==> src/design/kqnld_pkg.sv <==
// Package for the KeeLoq normal-learning decoder: widths, reset values, lane structs
// and the combinational KeeLoq round functions shared by the cells and the top level.
// Depends on nothing.
package kqnld_pkg;

    localparam int ROUNDS        = 528;
    localparam int RND_PER_CELL  = 8;
    localparam int NUM_CELLS     = (ROUNDS + RND_PER_CELL - 1) / RND_PER_CELL;
    localparam int RND_CNT_W     = $clog2(RND_PER_CELL + 1);

    localparam int WORD_W        = 32;
    localparam int KEY_W         = 64;
    localparam int SERIAL_W      = 28;
    localparam int SYNC_W        = 16;
    localparam int BUTTON_W      = 4;
    localparam int DISC_W        = 10;
    localparam int DISC_LSB      = 16;

    localparam int CFG_IDX_W     = 1;

    typedef enum logic [CFG_IDX_W-1:0] {
        REG_MANUF_KEY_HIGH = 1'b0,
        REG_MANUF_KEY_LOW  = 1'b1
    } t_cfg_reg;

    localparam logic [WORD_W-1:0] MANUF_KEY_HIGH_RST = 32'h04B7_679A;
    localparam logic [WORD_W-1:0] MANUF_KEY_LOW_RST  = 32'h954C_2F50;
    localparam logic [WORD_W-1:0] LEARN_HI_TAG       = 32'h6000_0000;
    localparam logic [WORD_W-1:0] LEARN_LO_TAG       = 32'h2000_0000;
    localparam logic [WORD_W-1:0] NLF_TABLE          = 32'h3A5C_742E;

    // One frame on its way through the key-learning cells.
    typedef struct packed {
        logic              valid;
        logic [WORD_W-1:0] hop;
        logic [WORD_W-1:0] fixed;
        logic [WORD_W-1:0] dev_hi;
        logic [WORD_W-1:0] dev_lo;
    } t_learn_lane;

    // One frame on its way through the hopping-word decryption cells.
    typedef struct packed {
        logic              valid;
        logic [WORD_W-1:0] data;
        logic [KEY_W-1:0]  key;
        logic [WORD_W-1:0] fixed;
    } t_dec_lane;

    function automatic logic [KEY_W-1:0] rotl64(input logic [KEY_W-1:0] key, input int amt);
        logic [2*KEY_W-1:0] dbl;
        dbl = {key, key} << (amt % KEY_W);
        return dbl[2*KEY_W-1:KEY_W];
    endfunction

    function automatic logic [WORD_W-1:0] kq_round(input logic [WORD_W-1:0] x,
                                                   input logic kbit);
        logic [4:0] idx;
        logic       nb;
        idx = {x[30], x[25], x[19], x[8], x[0]};
        nb  = x[31] ^ x[15] ^ kbit ^ NLF_TABLE[idx];
        return {x[WORD_W-2:0], nb};
    endfunction

    // Runs up to RND_PER_CELL rounds. The key is aligned so that its first round
    // uses bit 15 and each later round the next lower bit, wrapping at 64.
    function automatic logic [WORD_W-1:0] kq_rounds(input logic [WORD_W-1:0]    x,
                                                    input logic [KEY_W-1:0]     key,
                                                    input logic [RND_CNT_W-1:0] n_rounds);
        logic [WORD_W-1:0] v;
        logic [5:0]        kidx;
        v = x;
        for (int j = 0; j < RND_PER_CELL; j++) begin
            kidx = 6'(15 - j);
            if (RND_CNT_W'(j) < n_rounds) begin
                v = kq_round(v, key[kidx]);
            end
        end
        return v;
    endfunction

endpackage

==> src/design/kqnld_learn_cell.sv <==
// One cell of the key-learning chain: runs a few rounds on both learning words at once.
// Depends on kqnld_pkg.
module kqnld_learn_cell (
    input  logic                                i_clk,
    input  logic                                i_rst_n,
    input  logic [kqnld_pkg::KEY_W-1:0]         i_key,
    input  logic [kqnld_pkg::RND_CNT_W-1:0]     i_n_rounds,
    input  kqnld_pkg::t_learn_lane              i_lane,
    output kqnld_pkg::t_learn_lane              o_lane
);

    kqnld_pkg::t_learn_lane r_lane;
    kqnld_pkg::t_learn_lane n_lane;

    always_comb begin
        n_lane        = i_lane;
        n_lane.dev_hi = kqnld_pkg::kq_rounds(i_lane.dev_hi, i_key, i_n_rounds);
        n_lane.dev_lo = kqnld_pkg::kq_rounds(i_lane.dev_lo, i_key, i_n_rounds);
    end

    // Only the valid bit is reset; the payload simply follows it.
    always_ff @(posedge i_clk) begin
        if (!i_rst_n) begin
            r_lane.valid <= 1'b0;
        end else begin
            r_lane.valid <= n_lane.valid;
        end
        r_lane.hop    <= n_lane.hop;
        r_lane.fixed  <= n_lane.fixed;
        r_lane.dev_hi <= n_lane.dev_hi;
        r_lane.dev_lo <= n_lane.dev_lo;
    end

    assign o_lane = r_lane;

endmodule

==> config.mk <==
export PLATFORM = sky130hd
export DESIGN_NAME = kqnld_learn_cell
export DESIGN_NICKNAME = d
export VERILOG_FILES = /design/src/design/kqnld_pkg.sv /design/src/design/kqnld_learn_cell.sv
export SDC_FILE = /design/constraint.sdc
export NUM_CORES = 1
export LEC_CHECK = 0
export BUFFER_PORTS_ARGS = -buffer_cell sky130_fd_sc_hd__buf_4
export CAP_MARGIN = 20
export CORE_MARGIN = 3
export CORE_UTILIZATION = 53
export CTS_CLUSTER_DIAMETER = 60
export CTS_CLUSTER_SIZE = 16
export DETAILED_ROUTE_END_ITERATION = 12
export PLACE_DENSITY = 0.79
export REMOVE_ABC_BUFFERS = 1
export SETUP_SLACK_MARGIN = 0.05
export SLEW_MARGIN = 20
export SYNTH_ARGS = -nofsm -noshare
export SYNTH_HDL_FRONTEND = slang
export SYNTH_SLANG_ARGS = --single-unit
==> constraint.sdc <==
create_clock -name i_clk -period 8.9 [get_ports i_clk]
set_clock_uncertainty 0.15 [all_clocks]
set_input_delay 0.445 -clock i_clk [delete_from_list [all_inputs] [get_ports i_clk]]
set_output_delay 0.445 -clock i_clk [all_outputs]
set_load 0.05 [all_outputs]
== Word-level counts from Yosys, hierarchy flattened ==
Memory sizes are Yosys's and may differ from the RTL's.
Index checks and enable logic that the tools add are counted.

* Shift operators: 0
* Div/mod/pow operators: 0
* Bitwise gates (word level): 48
* Mux-type cells: 32
* Multiply operators: 0
* Magnitude comparators: 24
* Reduce and logical (&&, ||, !) cells: 0
* Eq/ne operators: 0
* Add/sub/neg operators: 0

{| class="wikitable"
|+ Operators with widths
! cell !! number
|-
| 32-bit 2-to-1 mux || 16
|-
| 5-bit by 6-bit less-than comparator with 1-bit output (second input constant) || 16
|-
| 1-bit XOR || 48
|-
| 3-bit by 4-bit less-than comparator with 1-bit output (first input constant) || 4
|-
| 1-bit 2-to-1 mux || 16
|-
| 1-bit by 4-bit less-than comparator with 1-bit output (first input constant) || 2
|-
| 2-bit by 4-bit less-than comparator with 1-bit output (first input constant) || 2
|}

* Memories kept: 16
* Latch bits: 0
* Logic and storage cells: 125
* Register bits after elaboration: 129
* Bits of input ports: 199
* Memory bits (writable): 0
* Bits in read-only memories: 512

{| class="wikitable"
|+ Memory list
! name !! words !! bits a word !! read ports !! clocked after Yosys merged registers in !! wr ports !! RTL line !! text
|-
| (name not given) || 32 || 1 || 1 || 0 || 0 || kqnld_pkg.sv:60 || <nowiki>nb = x[31] ^ x[15] ^ kbit ^ NLF_TABLE[idx];</nowiki>
|-
| (name not given) || 32 || 1 || 1 || 0 || 0 || kqnld_pkg.sv:60 ||
|-
| (name not given) || 32 || 1 || 1 || 0 || 0 || kqnld_pkg.sv:60 ||
|-
| (name not given) || 32 || 1 || 1 || 0 || 0 || kqnld_pkg.sv:60 ||
|-
| (name not given) || 32 || 1 || 1 || 0 || 0 || kqnld_pkg.sv:60 ||
|-
| (name not given) || 32 || 1 || 1 || 0 || 0 || kqnld_pkg.sv:60 ||
|-
| +10 memories || n/a || n/a || n/a || n/a || n/a || n/a ||
|}

== Depth between registers and ports, before layout ==
* Word-level depth: 32
* Depth in mapped cells: 29

== Worst setup path after synthesis ==
Ideal clock, no wire load.

* Path kind: in2reg
* Start: in i_lane[30] (netlist name)
* End: reg r_lane (netlist bit o_lane[0])
* Data required time: 8.614 ns
* Buffers on the path: 2
* Setup time: 0.136 ns
* Setup slack: 2.399 ns
* Stages: 25
* Arrival: 6.215 ns
* Path through: buf_2 > nand2b_1 > o221a_1 > o21ai_2 > mux2i_1 > a211oi_2 > or3_1 > and3_1 > o311a_1 > a211oi_2 > mux2_1 > a211oi_2 > xnor2_2 > o21ai_0 > o211a_1 > or4_1 > buf_2 > a21boi_1 > or4_4 > and3_1 > a2111oi_4 > o2111ai_1 > o311a_1 > a41oi_1 > o31ai_2

{| class="wikitable"
|+ RTL lines
! what !! RTL line !! text
|-
| from (decl) || kqnld_learn_cell.sv:8 || <nowiki>input kqnld_pkg::t_learn_lane i_lane,</nowiki>
|-
| to (decl) || kqnld_learn_cell.sv:12 || <nowiki>kqnld_pkg::t_learn_lane r_lane;</nowiki>
|}

==> impl_metrics.yaml <==
yosys:
  syn_area_per_cell_sq_um: 6.817
  ys_warn_count: 0
  synth_most_common_cell: "nor2_1"
  synth_top_area_share: 0.2427
  yosys_most_used_dff: "dfxtp_1"
  synth_top_cells_by_count: "250 x nor2_1, 206 x nand2_1, 169 x a21oi_1, 130 x o21ai_0, 129 x dfxtp_1"
  yosysTopAreaCell: "dfxtp_1"
  synth_area_sq_um: 10640
  synth-edff-count: 0
  ys_ff_latch: 129
  ys_async_sr_fraction: 0
  synthTopCellsByArea: "dfxtp_1 24%, mux2i_1 8.9%, nor2_1 8.8%"
  yosysUniqueCellTypes: 85
  synth_seq_area_share: 0.2427
  synth_cells: 1561
clock_network:
  clk_pin_slew_ns: 0.06
  cts_tree: "yes"
  cts_buffers: 17
  numClockSinks: 129
  ctsResizeCount: 0
  ctsLongestPathBuffers: 2
  h-tree-depth: 4
  cts-root-buf: "clkbuf_16"
sta:
  rsz0062_at_grt: "false"
  fmax_mhz: 134.6
  worst_pin_slew_ns: 1.062
  hold_viol: 0
  report.final.slew_viol_count: 0
  finalSetupViolations: 0
  hold_ws_ns: 0.08765
  tns_ns: 0
  slew_headroom: 0.2895
  fin_crit_ns: 7.428
  period_share: 0.8346
worst_setup_path:
  cpMaxStageDelayCell: "xnor2_1"
  end_kind: "register"
  start_kind: "input port"
  cp.required_ns: 9.08
  path_buf_inv: 3
  crit_fanout: 52
  slowest_delay_ns: 0.74
  cpLargestDelayFamily: "simple AND/OR/NAND/NOR gates"
  worstPathArrival_ns: 7.61
  path_class: "in -> reg"
placed_design:
  portBuffers: 271
  hpwl_um: 28670
  gp_congestion: 0.9622
  dpl_cell_area_sq_um: 12660
die:
  die_x_um: 147.7
  initial_core_util: 0.5432
  die_area_sq_um: 21810
  ios: 328
  fp.dieH_um: 147.7
  rows: 51
  core_area_sq_um: 19590
power:
  p_per_area_nw_per_um2: 194.3
  p_leak_nw: 6.091
  vdd_drop_max_mv: 0.1289
route:
  drc: 0
  via_per_inst: 6.202
  first_pass_iters: 6
  postRouteAntennaNets: 0
  drt_iter0_drc: 1592
  wl_um: 42840
  wire_per_inst_um: 20.53
  vias: 12937
global_route:
  grt_max_degree: 86
  grt_pass1_vias: 11669
  overflow: 0
  antenna_found_initial: 0
  track_usage: 0.3735
  grt_pass1_wl_um: 66050
finish:
  largest_register_ffs: 129
  post-route-util: 0.7102
  design_area_sq_um: 13910
  n_antenna_cell: 0
  fillers: 1592
  drive_above_1_share: 0.2010
  nets: 2007
  area_growth_pct: 30.73
worst_hold_path:
  min-delay-start: "i_lane[128]"
  holdPathStages: 2
  hold_class: "in -> reg"
  hold_end: "o_lane[128]"
run_status:
  outcome: "completed"
flow_run:
  maxCapViolations: 0
[metal layers]
layer	GRT usage	vias to the layer above	wire length [um]	share of wire
li1	-	6109	-	-
met1	0.4995	5834	17070	0.40
met2	0.5935	861	19200	0.45
met3	0.06744	133	4547	0.11
met4	0.1598	0	2010	0.047
met5	0	-	0	0
[layout by cell type (no fill, tap or decap), drive strengths merged, types with 8 or more instances in the layout]
cell and instances:
nand2 206, a21oi 171, nor2b 9, o221ai 13, nor3 41, dlygate4sd3 64, buf 291, a31oi 17
and3 13, and2 12, a211oi 49, o211ai 24, clkbuf 18, o21a 13, mux2 11, inv 24
nand3 24, xnor2 27, dfxtp 129, o22ai 8, nor2 250, xor2 18, mux2i 95, a21o 11
o21ai 141, or3 10
[how the worst max path moves through the flow]
stage                             start          to  cells after the start
after floorplan           i_n_rounds[2]   o_lane[0]                     20
after global placement    i_n_rounds[3]   o_lane[0]                     22
after detailed placement  i_n_rounds[3]   o_lane[0]                     22
after CTS                 i_n_rounds[3]   o_lane[0]                     22
after global routing      i_n_rounds[3]  o_lane[32]                     24
final                     i_n_rounds[3]  o_lane[32]                     25
[report_power, final]
group          switching (mW)  internal (mW)  leakage, nW
clock network           0.285          0.446        0.296
logic                   0.866          0.428         4.71
registers              0.0282          0.651         1.09
[timing repair]
item                      in CTS  in global routing
setup buffers                  0                  0
hold endpoints to repair      64                  0
hold buffers                  64                  0
[cell type report]
class	count	area [sq um]	area share
well taps	265	331.6	0.02383
repair buffers	355	2825	0.2031
multi-input cells	1286	7495	0.5387
inverters	19	71.32	0.005126
clock buffers	18	429.2	0.03085
flip-flops and latches	129	2582	0.1856
clock inverters	14	177.7	0.01277
[metrics by stage]
stage,power [mW],setup slack [ns],std cells
2_1_floorplan,1.516,0.2439,1434
3_3_place_gp,1.879,1.408,1990
3_5_place_dp,1.896,1.299,1990
4_1_cts,2.633,1.710,2086
5_1_grt,2.810,1.090,2086
6_report,2.703,1.472,2086
[kinds of logic (layout without fill, tap and decap cells)]
family	after synthesis	in the layout	synth area share
AOI/OAI and AO/OA	528	528	0.3149
xor gates and xnor gates	45	45	0.03845
buffers and inverters	146	406	0.05503
DFF	129	129	0.2427
muxes	106	106	0.1010
and+or+nand+nor	607	607	0.2480
No activity file was read; power rests on OpenSTA's default activity.
