`config.mk`:
```
export PLATFORM = sky130hd
export DESIGN_NAME = kqnld_decrypt_cell
export DESIGN_NICKNAME = d
export VERILOG_FILES = /design/src/design/kqnld_pkg.sv /design/src/design/kqnld_decrypt_cell.sv
export SDC_FILE = /design/constraint.sdc
export NUM_CORES = 1
export LEC_CHECK = 0
export ABC_AREA = 1
export BUFFER_PORTS_ARGS = -buffer_cell sky130_fd_sc_hd__buf_4
export CAP_MARGIN = 20
export CORE_MARGIN = 3
export CORE_UTILIZATION = 49
export DETAILED_ROUTE_END_ITERATION = 8
export PLACE_DENSITY = 0.88
export SLEW_MARGIN = 5
export SYNTH_ARGS = -nofsm -noshare
export SYNTH_HDL_FRONTEND = slang
export SYNTH_SLANG_ARGS = --single-unit
```
`constraint.sdc`:
```
create_clock -name i_clk -period 6 [get_ports i_clk]
set_input_delay 1.2 -clock i_clk [delete_from_list [all_inputs] [get_ports i_clk]]
set_output_delay 1.2 -clock i_clk [all_outputs]
set_load 0.005 [all_outputs]
```
`src/design/kqnld_pkg.sv`:
```
// Package for the KeeLoq normal-learning decoder: widths, reset values, lane structs
// and the combinational KeeLoq round functions shared by the cells and the top level.
// Depends on nothing.
package kqnld_pkg;

    localparam int ROUNDS        = 528;
    localparam int RND_PER_CELL  = 8;
    localparam int NUM_CELLS     = (ROUNDS + RND_PER_CELL - 1) / RND_PER_CELL;
    localparam int RND_CNT_W     = $clog2(RND_PER_CELL + 1);

    localparam int WORD_W        = 32;
    localparam int KEY_W         = 64;
    localparam int SERIAL_W      = 28;
    localparam int SYNC_W        = 16;
    localparam int BUTTON_W      = 4;
    localparam int DISC_W        = 10;
    localparam int DISC_LSB      = 16;

    localparam int CFG_IDX_W     = 1;

    typedef enum logic [CFG_IDX_W-1:0] {
        REG_MANUF_KEY_HIGH = 1'b0,
        REG_MANUF_KEY_LOW  = 1'b1
    } t_cfg_reg;

    localparam logic [WORD_W-1:0] MANUF_KEY_HIGH_RST = 32'h04B7_679A;
    localparam logic [WORD_W-1:0] MANUF_KEY_LOW_RST  = 32'h954C_2F50;
    localparam logic [WORD_W-1:0] LEARN_HI_TAG       = 32'h6000_0000;
    localparam logic [WORD_W-1:0] LEARN_LO_TAG       = 32'h2000_0000;
    localparam logic [WORD_W-1:0] NLF_TABLE          = 32'h3A5C_742E;

    // One frame on its way through the key-learning cells.
    typedef struct packed {
        logic              valid;
        logic [WORD_W-1:0] hop;
        logic [WORD_W-1:0] fixed;
        logic [WORD_W-1:0] dev_hi;
        logic [WORD_W-1:0] dev_lo;
    } t_learn_lane;

    // One frame on its way through the hopping-word decryption cells.
    typedef struct packed {
        logic              valid;
        logic [WORD_W-1:0] data;
        logic [KEY_W-1:0]  key;
        logic [WORD_W-1:0] fixed;
    } t_dec_lane;

    function automatic logic [KEY_W-1:0] rotl64(input logic [KEY_W-1:0] key, input int amt);
        logic [2*KEY_W-1:0] dbl;
        dbl = {key, key} << (amt % KEY_W);
        return dbl[2*KEY_W-1:KEY_W];
    endfunction

    function automatic logic [WORD_W-1:0] kq_round(input logic [WORD_W-1:0] x,
                                                   input logic kbit);
        logic [4:0] idx;
        logic       nb;
        idx = {x[30], x[25], x[19], x[8], x[0]};
        nb  = x[31] ^ x[15] ^ kbit ^ NLF_TABLE[idx];
        return {x[WORD_W-2:0], nb};
    endfunction

    // Runs up to RND_PER_CELL rounds. The key is aligned so that its first round
    // uses bit 15 and each later round the next lower bit, wrapping at 64.
    function automatic logic [WORD_W-1:0] kq_rounds(input logic [WORD_W-1:0]    x,
                                                    input logic [KEY_W-1:0]     key,
                                                    input logic [RND_CNT_W-1:0] n_rounds);
        logic [WORD_W-1:0] v;
        logic [5:0]        kidx;
        v = x;
        for (int j = 0; j < RND_PER_CELL; j++) begin
            kidx = 6'(15 - j);
            if (RND_CNT_W'(j) < n_rounds) begin
                v = kq_round(v, key[kidx]);
            end
        end
        return v;
    endfunction

endpackage

```
`src/design/kqnld_decrypt_cell.sv`:
```
// One cell of the hopping-word decryption chain: runs a few rounds and rotates the key.
// Depends on kqnld_pkg.
module kqnld_decrypt_cell (
    input  logic                                i_clk,
    input  logic                                i_rst_n,
    input  logic [kqnld_pkg::RND_CNT_W-1:0]     i_n_rounds,
    input  kqnld_pkg::t_dec_lane                i_lane,
    output kqnld_pkg::t_dec_lane                o_lane
);

    kqnld_pkg::t_dec_lane r_lane;
    kqnld_pkg::t_dec_lane n_lane;

    // The key leaves realigned so that the next cell again starts at bit 15.
    always_comb begin
        n_lane      = i_lane;
        n_lane.data = kqnld_pkg::kq_rounds(i_lane.data, i_lane.key, i_n_rounds);
        n_lane.key  = kqnld_pkg::rotl64(i_lane.key, kqnld_pkg::RND_PER_CELL);
    end

    // Only the valid bit is reset; the payload simply follows it.
    always_ff @(posedge i_clk) begin
        if (!i_rst_n) begin
            r_lane.valid <= 1'b0;
        end else begin
            r_lane.valid <= n_lane.valid;
        end
        r_lane.data  <= n_lane.data;
        r_lane.key   <= n_lane.key;
        r_lane.fixed <= n_lane.fixed;
    end

    assign o_lane = r_lane;

endmodule

```
Word-level counts from Yosys, hierarchy flattened
Memories as Yosys holds them, arrays and structs flattened.
Index checks and enable logic that the tools add are counted.
W data, S select, Z words.
Storage, ports and cells
  register bits: 129
  memory bits (read-only): 256
  input bits: 135
  logic and storage cells: 68
  memories: 8
Operators by class
  order comparisons: 16
  muxes and demuxes: 16
  bitwise logic cells: 24
Memory list
  (name not given): words 32, bits a word 1, read ports 1, clocked after Yosys merged registers in 0, wr ports 0, RTL line kqnld_pkg.sv:60  | nb = x[31] ^ x[15] ^ kbit ^ NLF_TABLE[idx];
  (name not given): words 32, bits a word 1, read ports 1, clocked after Yosys merged registers in 0, wr ports 0, RTL line kqnld_pkg.sv:60
  (name not given): words 32, bits a word 1, read ports 1, clocked after Yosys merged registers in 0, wr ports 0, RTL line kqnld_pkg.sv:60
  (name not given): words 32, bits a word 1, read ports 1, clocked after Yosys merged registers in 0, wr ports 0, RTL line kqnld_pkg.sv:60
  (name not given): words 32, bits a word 1, read ports 1, clocked after Yosys merged registers in 0, wr ports 0, RTL line kqnld_pkg.sv:60
  (name not given): words 32, bits a word 1, read ports 1, clocked after Yosys merged registers in 0, wr ports 0, RTL line kqnld_pkg.sv:60
  +2 memories
Operators by type and width (number)
  $mux W32: 8
  $lt A5 B6 Y1 const B: 8
  $xor A1 B1 Y1: 24
  $lt A3 B4 Y1 const A: 4
  $lt A1 B4 Y1 const A: 2
  $lt A2 B4 Y1 const A: 2
  $mux W1: 8

Logic depth before layout (Yosys ltp)
  word-level depth: 32
  mapped depth: 55

Worst setup path before layout
Ideal clock, no wire load.
  kind: input to register
  start point: input i_n_rounds[3] (netlist bit)
  end point: register r_lane, in the netlist o_lane[96]
  library setup time: 0.113 ns
  arrival time: 5.108 ns
  required time: 5.887 ns
  path slack: 0.779 ns
  cell stages on the path: 52
  buffers on the path: 2
  path through: buf_6 -> inv_6 -> nand2_8 -> nor2_8 -> nand2_4 -> buf_6 -> o21ai_4 -> xnor2_2 -> xor2_2 -> inv_2 -> nand3_2 -> nand3_4 -> nand2_2 -> nand2_1 -> nand2_1 -> nand3_2 -> nand2_1 -> nand2_1 -> [... 16 more ...] -> nand2_1 -> nand3_2 -> nand2_1 -> nand2_1 -> nand3_2 -> nand3_1 -> nand2_1 -> nand3_2 -> nand2_1 -> nand2_1 -> nand3_2 -> nand3_1 -> nand2_1 -> nand3_1 -> nand2_1 -> nand2_1 -> nand3_1 -> nand2_1
RTL lines
  start: declaration: RTL line kqnld_decrypt_cell.sv:6  | input logic [kqnld_pkg::RND_CNT_W-1:0] i_n_rounds,
  end: declaration: RTL line kqnld_decrypt_cell.sv:11  | kqnld_pkg::t_dec_lane r_lane;

==> run summary <==
The run finished with clean final reports. The routed design has 24200 um of wire. The post-synthesis cell area came out at 6410 um^2. The congestion estimate from routability-driven global placement came to 1.00. 264 I/O pins were placed. The critical path is of the in2reg type.

The minimum period implied by the final worst setup slack came out at 5.73 ns. The number of vias per cell is 5.38. The upper clock frequency limit is 0.175 GHz. The number of global-route vias before repair is 6842. The class of the tightest hold or removal check is in2reg. After detailed placement, the total cell area comes to 8580 um^2.

The initial antenna violation count is 0. The starting utilization of the core area is 0.504. 0 antenna diodes ended up in the layout. Data on the critical path is required at its endpoint by 6.30 ns.

TritonCTS created 17 clock buffers. The root buffer cell chosen for the clock tree is sky130_fd_sc_hd__clkbuf_16. The cell that appears most often on the critical path is sky130_fd_sc_hd__nand2_1. Input and output buffers added on the ports amount to 263.

The setup violation total in the final timing report is 0. The biggest area contributor in the post-synthesis netlist is sky130_fd_sc_hd__dfxtp_1. The floorplan step defined a die boundary enclosing 14500 um^2. The measured slew at the worst slew-check pin came out at 0.823 ns. In the final layout, the share of cells above drive strength 1 is 0.323. The number of flip-flops in the largest register is 129. The max-capacitance violation count is 0. The iteration-0 DRC count of the detailed router is 935.

Measured against its own limit, the worst slew margin works out to 0.451. Counting flops with a built-in enable in the synthesized netlist gives 0. Synthesis instantiated 45 different standard cells from the library.

Of the synthesized area, sequential elements account for 0.403. The largest single stage delay on the critical path is 0.43 ns. The worst setup path is captured at a register. Once layout is done, the placed cells without fillers occupy 9370 um^2.

The placeable core region is 12700 um^2. The fraction of the cycle the final worst path needs is 0.955. Once detail routing completed, the nets flagged for antenna violations numbered 0. The per-instance average area after synthesis came out at 7.00 um^2. The share of flip-flops with an asynchronous set or reset came out at 0.

The remaining design rule violation count came out at 0. The number of nets produced by synthesis came out at 1051. The CTS clock-pin slew for the worst setup and hold paths is 0.06 ns. The number of detailed-routing iterations run before antenna repair came out at 5. The total global routing track utilization is 0.320. Among all flip-flop cells after synthesis, the most frequent one is sky130_fd_sc_hd__dfxtp_1. The maximum clock path buffer count is 2. The arrival time at the worst endpoint is 6.03 ns. The leakage power came out at 4.71 nW.

The number of hold-slack violations in the final timing report came to 0. The number of sinks driven by the clock tree is 129. The post-detailed-route wirelength per cell is 17.6 um. The maximum number of pins on one net before global-route repair is 47. After clock tree synthesis, the flow added hold-fix buffers numbering 0. The area added between synthesis and finish is 46.1%. The number of warnings issued by yosys came out at 0. The global-route wire length before repair came out at 36300 um. Among all stages on the critical path, the largest delay is contributed by sky130_fd_sc_hd__o21ai_0. The number of max-slew violations in the final report is 0. The maximum fanout encountered on the critical timing path came out at 10. Sorting the synthesized cells by area gives the leading types as sky130_fd_sc_hd__dfxtp_1 40%, sky130_fd_sc_hd__nand2_1 13%, sky130_fd_sc_hd__o21ai_0 8.3%. The total overflow reported by the global router came out at 0.

The power density over cell area came out at 300 nW/um^2. The post-route non-filler standard cell count came out at 1372. The total chip power is 2.81 mW. STA classifies the critical path startpoint as an input pin.

The worst hold slack came out at 0.882 ns. The number of vias in the routed layout came out at 7382. TritonCTS built the clock tree. CTS built an H-tree with a depth of 4. The count of standard-cell rows is 41. The cell count after placement is 1329. Across the VDD grid, the largest voltage drop is 0.183 mV.

The count of mapped cells out of synthesis came out at 916. The share of the synthesized area in the top cell type came out at 0.403. The placed wire-length estimate came out at 17900 um. The total of flip-flops plus latches after synthesis is 129. The net count of the finished layout is 1322. The floorplan step set the die height to 120 um. Measured along the x axis, the die boundary spans 120 um.
critical path, delay by kind of cell:
kind / cells / cell delay [ns]
buf+inv: 5 / 0.52
compound gates: 2 / 0.60
simple gates: 42 / 3.67
layout make-up:
cell class,count,area [um^2]
clock buffer,18,429
multi-input combinational,633,3340
clock inverter,14,154
tap,172,215
sequential,129,2580
timing repair buffer,294,2200
fill,998,3350
inverter,112,445
where the power goes:
group	switching [mW]	internal, mW	total [mW]
Combinational	0.482	0.346	0.828
Sequential	0.0238	0.933	0.957
Clock	0.412	0.617	1.03
Total	0.918	1.90	2.81
kinds of logic after synthesis:
family,after synthesis,share of synthesized area
simple gates,411,0.281
mux,8,0.0125
buf+inv,155,0.0954
flops,129,0.403
compound gates,199,0.187
xor+xnor,14,0.0215
placed cells by master, fill, tap and decap left out, drive strengths merged, types with 8 or more instances in the layout:
master,netlist,layout
buf,18,293
o21ai,112,112
a21oi,27,27
mux2i,8,8
o211ai,17,17
nand2,229,230
nor2,87,87
nand3,86,86
clkbuf,25,19
inv,111,113
a221oi,9,9
dfxtp,129,129
xor2,10,10
o221ai,20,20
routing by layer:
metal	vias to the layer above	track usage	share of wire
met4	0	0.109	0.033
met1	3330	0.384	0.38
li1	3554	-	-
met2	424	0.556	0.50
met3	74	0.0819	0.090
met5	-	0	0
path summary, 6_finish.rpt:
check / cells after the start / start / slack [ns] / to
setup / recovery: 49 / i_n_rounds[2] / 0.27 / o_lane[96]
hold / removal: 1 / i_lane[29] / 0.88 / o_lane[29]
cell usage after synthesis, types with 9 or more instances:
cell type / instances
sky130_fd_sc_hd__nand2_1: 224
sky130_fd_sc_hd__dfxtp_1: 129
sky130_fd_sc_hd__o21ai_0: 106
sky130_fd_sc_hd__inv_1: 104
sky130_fd_sc_hd__nor2_1: 85
sky130_fd_sc_hd__nand3_1: 72
sky130_fd_sc_hd__a21oi_1: 26
sky130_fd_sc_hd__clkbuf_1: 25
sky130_fd_sc_hd__o221ai_1: 20
sky130_fd_sc_hd__o211ai_1: 17
sky130_fd_sc_hd__nand3_2: 13
sky130_fd_sc_hd__buf_1: 10
sky130_fd_sc_hd__a221oi_1: 9
sky130_fd_sc_hd__xor2_1: 9
what timing repair did:
item	CTS	global route
setup endpoints to repair	0	1
resized for setup	0	31
hold endpoints to repair	0	0
setup buffers	0	9
metrics by stage:
stage	util	setup slack (ns)	TNS [ns]
5_1_grt	0.736	-0.164	-0.164
3_5_place_dp	0.674	0.0201	0
3_3_place_gp	0.674	0.279	0
4_1_cts	0.720	0.385	0
6_report	0.736	0.272	0
2_1_floorplan	-	0.779	0
Power figures use the tool's default switching activity.
